`src/hw/rtl/nthp_pkg.sv`:
```
// Shared types and command codes for the nearest-tag heap table.
// Used by the controller, the datapath and the top level.
package nthp_pkg;

  localparam logic CMD_UPDATE = 1'b0;
  localparam logic CMD_PURGE  = 1'b1;

  localparam logic [1:0] ST_UPDATED  = 2'd0;
  localparam logic [1:0] ST_INSERTED = 2'd1;
  localparam logic [1:0] ST_DROPPED  = 2'd2;
  localparam logic [1:0] ST_PURGED   = 2'd3;

  localparam logic [3:0] OP_NONE     = 4'd0;
  localparam logic [3:0] OP_LOAD     = 4'd1;
  localparam logic [3:0] OP_SCAN     = 4'd2;
  localparam logic [3:0] OP_REFRESH  = 4'd3;
  localparam logic [3:0] OP_INSERT   = 4'd4;
  localparam logic [3:0] OP_REMOVE   = 4'd5;
  localparam logic [3:0] OP_SHIFT    = 4'd6;
  localparam logic [3:0] OP_SIFT     = 4'd7;
  localparam logic [3:0] OP_NEXT     = 4'd8;
  localparam logic [3:0] OP_ROOT     = 4'd9;
  localparam logic [3:0] OP_ROOTRD   = 4'd10;
  localparam logic [3:0] OP_PURGE_RD = 4'd11;
  localparam logic [3:0] OP_PURGE_CK = 4'd12;

  typedef struct packed {
    logic [3:0] op;
    logic       sift_down;
  } nthp_cmd_t;

  typedef struct packed {
    logic scan_done;
    logic found;
    logic full;
    logic shift_done;
    logic sift_done;
    logic purge_end;
    logic expired;
    logic need_sift;
    logic dist_fell;
  } nthp_stat_t;

endpackage

```
`src/hw/rtl/nthp_ctrl.sv`:
```
// Controller state machine of the nearest-tag heap table.
// Depends on nthp_pkg; drives the datapath by command and reads its status.
module nthp_ctrl
  import nthp_pkg::*;
(
  input  logic       clk,
  input  logic       rst,
  input  logic       in_fire,
  input  logic       in_cmd,
  input  logic       out_free,
  output logic       in_busy,
  output logic       done,
  output logic [1:0] status,
  output nthp_cmd_t  cmd,
  input  nthp_stat_t stat
);

  localparam logic [3:0] S_IDLE  = 4'd0;
  localparam logic [3:0] S_SCAN  = 4'd1;
  localparam logic [3:0] S_CHK   = 4'd2;
  localparam logic [3:0] S_REFR  = 4'd3;
  localparam logic [3:0] S_INS   = 4'd4;
  localparam logic [3:0] S_SIFT  = 4'd5;
  localparam logic [3:0] S_PRD   = 4'd6;
  localparam logic [3:0] S_PCK   = 4'd7;
  localparam logic [3:0] S_REM   = 4'd8;
  localparam logic [3:0] S_SHF   = 4'd9;
  localparam logic [3:0] S_FIX   = 4'd10;
  localparam logic [3:0] S_PSIFT = 4'd11;
  localparam logic [3:0] S_ROOT  = 4'd12;
  localparam logic [3:0] S_OUT   = 4'd13;

  logic [3:0] state, state_next;
  logic [1:0] st_next;
  logic       purge, purge_next;
  logic       sdown, sdown_next;

  always_comb begin
    state_next = state;
    st_next    = status;
    purge_next = purge;
    sdown_next = sdown;
    cmd        = '0;
    cmd.sift_down = sdown;
    done       = 1'b0;
    unique case (state)
      S_IDLE: if (in_fire) begin
        cmd.op     = OP_LOAD;
        purge_next = in_cmd == CMD_PURGE;
        state_next = (in_cmd == CMD_PURGE) ? S_PRD : S_SCAN;
      end
      S_SCAN: begin
        if (stat.scan_done) state_next = stat.full ? S_ROOT : S_INS;
        else begin
          cmd.op = OP_SCAN;
          state_next = S_CHK;
        end
        if (stat.scan_done) st_next = stat.full ? ST_DROPPED : ST_INSERTED;
      end
      S_CHK: if (stat.found) begin
        st_next = ST_UPDATED;
        state_next = S_REFR;
      end else state_next = S_SCAN;
      S_REFR: begin
        cmd.op = OP_REFRESH;
        sdown_next = 1'b0;
        state_next = S_SIFT;
      end
      S_INS: begin
        cmd.op = OP_INSERT;
        sdown_next = 1'b0;
        state_next = S_SIFT;
      end
      S_SIFT: begin
        cmd.op = OP_SIFT;
        cmd.sift_down = 1'b0;
        if (stat.sift_done) state_next = S_ROOT;
      end
      S_PRD: if (stat.purge_end) begin
        st_next = ST_PURGED;
        state_next = S_ROOT;
      end else begin
        cmd.op = OP_PURGE_RD;
        state_next = S_PCK;
      end
      S_PCK: if (stat.expired) state_next = S_REM;
      else begin
        cmd.op = OP_PURGE_CK;
        state_next = S_PRD;
      end
      S_REM: begin
        cmd.op = OP_REMOVE;
        state_next = S_SHF;
      end
      S_SHF: begin
        cmd.op = OP_SHIFT;
        if (stat.shift_done) state_next = S_FIX;
      end
      S_FIX: begin
        cmd.op = OP_NEXT;
        sdown_next = 1'b1;
        state_next = S_PSIFT;
      end
      S_PSIFT: begin
        cmd.op = OP_SIFT;
        if (stat.sift_done) begin
          if (sdown) sdown_next = 1'b0;
          else state_next = S_ROOT;
        end
      end
      S_ROOT: begin
        cmd.op = OP_ROOTRD;
        state_next = S_OUT;
      end
      S_OUT: begin
        if (purge && status == ST_PURGED) ;
        if (out_free) begin
          done = 1'b1;
          state_next = S_IDLE;
        end
      end
      default: state_next = S_IDLE;
    endcase
    if (state == S_PSIFT && stat.sift_done && !sdown) begin
      // Purge continues from the same insertion index.
      state_next = S_PRD;
      cmd.op = OP_SIFT;
    end
    if (state == S_ROOT && purge) cmd.op = OP_ROOTRD;
  end

  assign in_busy = state != S_IDLE;

  always_ff @(posedge clk) begin
    if (rst) begin
      state  <= S_IDLE;
      status <= ST_UPDATED;
      purge  <= 1'b0;
      sdown  <= 1'b0;
    end else begin
      state  <= state_next;
      status <= st_next;
      purge  <= purge_next;
      sdown  <= sdown_next;
    end
  end

endmodule

```
`config.mk`:
```
export PLATFORM = sky130hd
export DESIGN_NAME = nthp_ctrl
export DESIGN_NICKNAME = d
export VERILOG_FILES = /design/src/hw/rtl/nthp_pkg.sv /design/src/hw/rtl/nthp_ctrl.sv
export SDC_FILE = /design/constraint.sdc
export NUM_CORES = 1
export LEC_CHECK = 0
export BUFFER_PORTS_ARGS = -buffer_cell sky130_fd_sc_hd__buf_4
export CAP_MARGIN = 20
export CORE_MARGIN = 10
export CORE_UTILIZATION = 45
export DETAILED_ROUTE_END_ITERATION = 10
export HOLD_SLACK_MARGIN = 0.06
export PLACE_DENSITY = 0.7
export SYNTH_ARGS = -nofsm -noshare
export SYNTH_HDL_FRONTEND = slang
export SYNTH_SLANG_ARGS = --single-unit
export TNS_END_PERCENT = 1
```
`constraint.sdc`:
```
create_clock -name clk -period 1.6 [get_ports clk]
set_input_delay 0.08 -clock clk [delete_from_list [all_inputs] [get_ports clk]]
set_output_delay 0.08 -clock clk [all_outputs]
set_load 0.02 [all_outputs]
```
Yosys cells after proc, flatten, opt, wreduce, memory -nomap -nowiden:

Index checks and enable logic that the tools add are counted.

* bits in registers: 8
* logic and storage cells: 80

* reduce and logical (&&, ||, !) cells: 16
* muxes and demuxes: 31
* equality and inequality tests: 28

Operator list (number)
* $mux 4: 14
* $pmux 4 s13: 1
* $pmux 4 s11: 1
* $eq 4x4->1 const B: 6
* $ne 2x2->1 const B: 9
* $eq 4x3->1 const B: 4
* $mux 2: 6
* $ne 3x3->1 const B: 4
* $reduce_and 6->1: 2
* $eq 4x2->1 const B: 2
* $mux 3: 2
* $ne 3x2->1 const B: 2
* $pmux 2 s3: 1
* $reduce_bool 3->1: 2
* $reduce_or 2->1: 3
* $mux 1: 5
* $eq 4x1->1 const B: 1
* $logic_not 4->1: 1
* $reduce_and 2->1: 2
* $reduce_and 4->1: 1
* $reduce_bool 4->1: 1
* $logic_and 1x1->1: 3
* $pmux 1 s3: 1
* $logic_not 1->1: 1

Logic depth before layout (Yosys ltp):

Gate-level depths: netlist (run 1).

* depth after elaboration: 5
* mapped depth: 7
* gate-level depth less buffers: 5

Least setup slack after synthesis (run 1):

Ideal clock, no wire load.

* kind: register -> register
* start: register state[0]
* end: register state[3]
* stages on the path, launching flop included: 7
* setup slack: -50 ps
* arrival: 1559 ps
* cells stage by stage: dfxtp_1 > buf_2 > or4_4 > nor2_2 > nor3_2 > mux2i_1 > a311oi_1

* cells in the longest elaborated chain, start to end: 4
* elaborated cells on any way between the ends: 26
* classes of those cells: 19 x eq/ne; 1 x mux; 6 x reduce/logical

RTL lines
* start: declaration: RTL line nthp_ctrl.sv:33 `logic [3:0] state, state_next;`
* start signal: assignment: RTL line nthp_ctrl.sv:141 `state <= state_next;`
* branches (longest 4 deep; another with $pmux 4 s13)

Parallel ways; which one is timed is not known.
A chain may end at the register's enable or synchronous reset.

==> impl_metrics.ini, run 1 <==
[outcome]
status = complete, but fails checks
violations = negative setup slack

[final_layout]
layout_commonest_cell = buf_4
num_antenna_cells = 0
nets = 163
design_area_um2 = 1267
areaGrowthSynthToFinish_pct = 64.18
layout_common_cells = buf_4 (39), nor2_1 (12), a21oi_1 (10)
fin_cells = 164
post-route-util_pct = 81.30
layout-drive-gt1-share_pct = 50.68

[power]
p_per_area_nw_per_um2 = 1856
internal_power_mw = 1.272
power_frac_clock_pct = 6.8
pwr-share-seq_pct = 15.5
combinationalPowerShare_pct = 77.7
p_switching_mw = 1.080
ir_worst_vdd_mv = 1.253
p_total_mw = 2.352
p_leak_nw = 0.5136
swShare_pct = 45.92

[placed_design]
gp_congestion = 0.8750
numPortBuffers = 20
dp_hpwl_um = 1935
dp.cells = 154
place_area_um2 = 1069
dp_worst_setup_slack_ns = -0.07012

[sta]
max_slew_margin_pct = 76.71
worst_slew_pin_slew_ns = 0.3467
fin_setup_tns_ns = -0.05343
min_period_ns = 1.634
rsz0062_at_grt = true
finalHoldViolations = 0
fin_skew_ns = 0.01083
hold_ws_ns = 0.07491
finalMaxSlewViolations = 0
setup_viol = 3
setup_slack_ns = -0.03372
finalCritPeriodShare_pct = 102.1
fmax_mhz = 612.1

[yosys]
synth_edf_count = 0
syn_nets = 120
synth_seq_cells = 7
synth.yosys.seq_area_share_pct = 18.15
ys_warn_count = 0
synth_top_flop_cell = dfxtp_1
synthDistinctLibCells = 40
syn_area_um2 = 772.0
syn_inst = 106
synthArstFlopShare_pct = 0
syn_avg_cell_area_um2 = 7.283

[global_routing]
grt-busiest-layer = met2
use_met3_pct = 2.469
grt_antenna_before_repair = 0
grt_overflow = 0
grt_pass1_vias = 921
gr-usage-met2_pct = 25.89
grtUsageTotal_pct = 14.90
grt_pass1_wl_um = 4305
grtUsageMet1_pct = 17.74
grt_max_degree = 13

[route]
drtAntennaViolNets = 0
drt_iter0_markers = 26
viasPerCell = 5.945
wire_per_inst_um = 16.98
first_pass_iters = 5
wirelength_um = 2785
drc = 0
via_count = 975

[worst_setup_path]
end_kind = output port
crit_arrival_ns = 1.55
cpMostUsedCell = buf_6
worstSetupPathType = flip-flop to output port
reg2reg_from = state[1]
crit_chain = buf_6 > nor3_4 > nand2_2 > a21oi_2 > a311o_1 > buf_6
cp-start-kind = flip-flop
r2r_slack_ns = -0.02
r2r_end = state[3]
cpMaxStageDelayCell = dfxtp_4
critPathRequiredTime_ns = 1.52
reg2regPathDepth = 6
cp_max_fo = 12
slowest_delay_ns = 0.37

[cts]
cts_tree = yes
htree_num_levels = 1
clkTransAtPathRegs_ns = 0.06
clkLatencyLatePin_ns = 0.25
clockRootBuffer = clkbuf_4
cts-buffers-inserted = 3
clkSinkCount = 7
cts_max_path_buffers = 2

[hold_path]
whs_path_depth = 2
min_path_type = primary input to flip-flop
hold_start = stat[4]
whs_endpoint = state[3]

[floorplan]
row_count = 14
die-area_um2 = 3772
core_area_um2 = 1559
dieHeight_um = 61.42
design.portCount = 23
start_util_pct = 49.52
fp.dieW_um = 61.42

[flow_run]
cap_violations = 0
-- metal layers --
layer  vias to the layer above  part of all wire, %
met5                         -                    0
met4                         0                  2.2
met3                         8                  6.4
met2                        41                   50
met1                       445                   41
li1                        481                    -
-- sequential cells by signal, indices dropped and copies added (netlist names) --
signal / count
state: 4
status: 2
sdown: 1
-- logic make-up after synthesis --
logic type                count (synthesis)  share of synthesized area [%]
and+or+nand+nor                          41                          27.72
AOI/OAI and AO/OA                        36                          35.33
buffers and inverters                    15                          9.238
DFF                                       7                          18.15
muxes                                     6                          8.428
xor gates and xnor gates                  1                          1.135
-- synth_stat cells (all sizes together), types with 2 or more instances --
master / count / share of area, %
a311oi: 3 / 4.2
o21ai: 4 / 2.6
nand3b: 2 / 1.9
a21oi: 11 / 7.1
buf: 9 / 6.3
mux2i: 5 / 6.5
nor2: 15 / 7.6
a211oi: 5 / 5.5
nand2b: 2 / 1.6
o21a: 3 / 2.9
nand2: 5 / 2.4
dfxtp: 7 / 18
inv: 6 / 2.9
nor3: 9 / 6.5
or3: 2 / 1.6
-- how the worst max path moves through the flow --
stage | start | end | slack [ns] | cells after the start
after floorplan | state[1] | state[3] | 0.01 | 6
after global placement | state[1] | state[3] | -0.006 | 5
after detailed placement | state[1] | state[3] | -0.07 | 5
after CTS | state[0] | cmd[2] | -0.03 | 5
after global routing | state[2] | cmd[2] | -0.1 | 6
final | state[2] | cmd[2] | -0.03 | 6
-- worst max-delay path: cells and delay by family (launching register included) --
kind / cells / cell delay [ns]
flip-flops: 1 / 0.37
AO/OA/AOI/OAI: 2 / 0.31
AND/OR/NAND/NOR: 2 / 0.33
buffers and inverters: 2 / 0.28
-- cell type report --
cell class | count | area [um^2]
Multi-Input combinational cell | 84 | 648.1
Timing Repair Buffer | 47 | 390.4
Fill cell | 106 | 291.5
Sequential cell | 7 | 155.1
Inverter | 6 | 26.28
Clock buffer | 3 | 22.52
Tap cell | 16 | 20.02
Clock inverter | 1 | 5.005
-- timing repair --
item,CTS,global route
setup endpoints to repair,7,9
hold buffers,1,0
buffers inserted,5,0
pin swaps,5,5
hold endpoints to repair,6,0
gates resized for setup,20,11
gates cloned,0,0
-- power by group through the flow --
stage	Sequential (mW)	Clock (mW)	Combinational, mW
after floorplan	0.291	0	0.987
final	0.365	0.160	1.83
after CTS	0.354	0.166	1.71
after global placement	0.335	0	1.51
after detailed placement	0.338	0	1.53
after global routing	0.373	0.177	1.96
(Power assumes the default switching activity.)
==> run 2, diff against run 1 <==
- CORE_MARGIN: 10 -> unset
==> run 2 against run 1 <==
  * The flow finishes with violations (design-rule violations, negative setup slack)
  * Cell area shrank 10%
  * Critical path depth shrank 1
  * Cell count shrank 4.9%
  * First-iteration DRC count grew 69%
  * Via count shrank 4.0%
  * Core utilization shrank 8.2 points
  * Critical endpoint unchanged
==> impl_metrics.ini, run 2 (synthesized netlist as in run 1, its figures left out) <==
[sta]
fin_skew_ns = 0.003184
fmax_mhz = 609.7
rsz0062_at_grt = true
setup_slack_ns = -0.04021
min_period_ns = 1.640
finalHoldViolations = 0
finalCritPeriodShare_pct = 102.5
max_slew_margin_pct = 76.72
setup_viol = 2
worst_slew_pin_slew_ns = 0.3466
hold_ws_ns = 0.07557
finalMaxSlewViolations = 0

[hold_path]
min_path_type = primary input to flip-flop

[global_routing]
grt_pass1_wl_um = 4057
grtUsageTotal_pct = 28.05
grt_pass1_vias = 882
grt_antenna_before_repair = 0
grt_max_degree = 21
grt_overflow = 0

[placed_design]
place_area_um2 = 1023
gp_congestion = 0.8424
numPortBuffers = 20
dp_hpwl_um = 1659

[route]
wirelength_um = 2239
via_count = 936
drtAntennaViolNets = 0
drt_iter0_markers = 44
first_pass_iters = 7
drc = 4
viasPerCell = 6.000
wire_per_inst_um = 14.35

[final_layout]
top_regs = state x4, status x2, sdown x1
layout-drive-gt1-share_pct = 42.14
nets = 155
layout_commonest_cell = buf_4
post-route-util_pct = 73.11
multi_input_area_um2 = 595.6
largest_reg_flops = 4
design_area_um2 = 1140
areaGrowthSynthToFinish_pct = 47.65
fillCellCount = 122
regMostFlops = state
layout_common_cells = buf_4 (33), nor2_1 (13), a21oi_1 (10)
seq_area_um2 = 152.6
num_antenna_cells = 0

[worst_setup_path]
worstSetupPathType = flip-flop to output port
crit_chain = buf_6 > or3_4 > a21oi_2 > a311o_1 > buf_6
cp_max_fo = 8
crit_arrival_ns = 1.56
cpMaxStageDelayCell = or3_4
cpMostUsedCell = buf_6
end_kind = output port
cp-start-kind = flip-flop
slowest_delay_ns = 0.38
critPathRequiredTime_ns = 1.52

[outcome]
violations = design-rule violations, negative setup slack
status = complete, but fails checks

[floorplan]
die-area_um2 = 1885
core_area_um2 = 1559
dieHeight_um = 43.42
design.portCount = 23
row_count = 14
start_util_pct = 49.52
fp.dieW_um = 43.42

[cts]
clkSinkCount = 7
cts_max_path_buffers = 2
cts_tree = yes
clockRootBuffer = clkbuf_4
clkTransAtPathRegs_ns = 0.05
htree_num_levels = 1
clkLatencyLatePin_ns = 0.25
cts-buffers-inserted = 3

[power]
p_per_area_nw_per_um2 = 1831
p_leak_nw = 0.4645
ir_worst_vdd_mv = 1.061

[flow_run]
cap_violations = 0
run 2: critical path: cells and delay by family, from the launching register on:
family,cells,cell delay [ns]
flip-flops,1,0.35
buffers and inverters,2,0.25
AND/OR/NAND/NOR,1,0.38
AO/OA/AOI/OAI,2,0.33
run 2: where the power goes:
group / switching, mW / leakage (nW) / total, mW / internal, mW
sequential: 0.0823 / 0.0598 / 0.337 / 0.255
combinational: 0.814 / 0.390 / 1.60 / 0.783
clock: 0.0589 / 0.0150 / 0.154 / 0.0947
run 2: path summary, 6_finish.rpt:
kind,slack [ns],startpoint,to,cells past startpoint
setup / recovery,-0.04,state[0],cmd[2],5
hold / removal,0.08,stat[4],state[0],2
setup reg to reg,-0.01,state[1],state[3],5
hold reg to reg,0.50,status[0],status[0],2
run 2: per-layer routing:
metal  vias up  share of wire, %  wire length, um  GRT usage (%)
met5         -                 0                0              0
met4         0               1.7               39          9.375
met3         6               3.6               81          2.917
met2        23                49             1102          45.15
met1       434                45             1015          39.23
li1        473                 -                -              -
run 2: stage by stage:
stage	cells	setup slack [ns]	setup TNS, ns	total power, mW
5_1_grt	156	-0.1172	-0.4347	2.266
6_report	156	-0.04021	-0.05420	2.087
3_5_place_dp	148	-0.02646	-0.04360	1.780
4_1_cts	156	-0.03799	-0.1087	2.071
2_1_floorplan	106	0.01204	0	1.278
3_3_place_gp	148	-0.02966	-0.05742	1.764
run 2: timing repair:
action                     CTS  global route
setup buffers                3             0
pin swaps                    3             6
hold buffers                 1             0
hold endpoints to repair     6             0
setup endpoints to repair    8             7
resized for setup           15             3
run 2: area by class of cell:
cell class | count | area share [%]
repair buffers | 39 | 28.32
clock buffers | 4 | 2.305
inverters | 6 | 1.976
well taps | 16 | 1.756
flip-flops and latches | 7 | 13.39
multi-input cells | 84 | 52.25
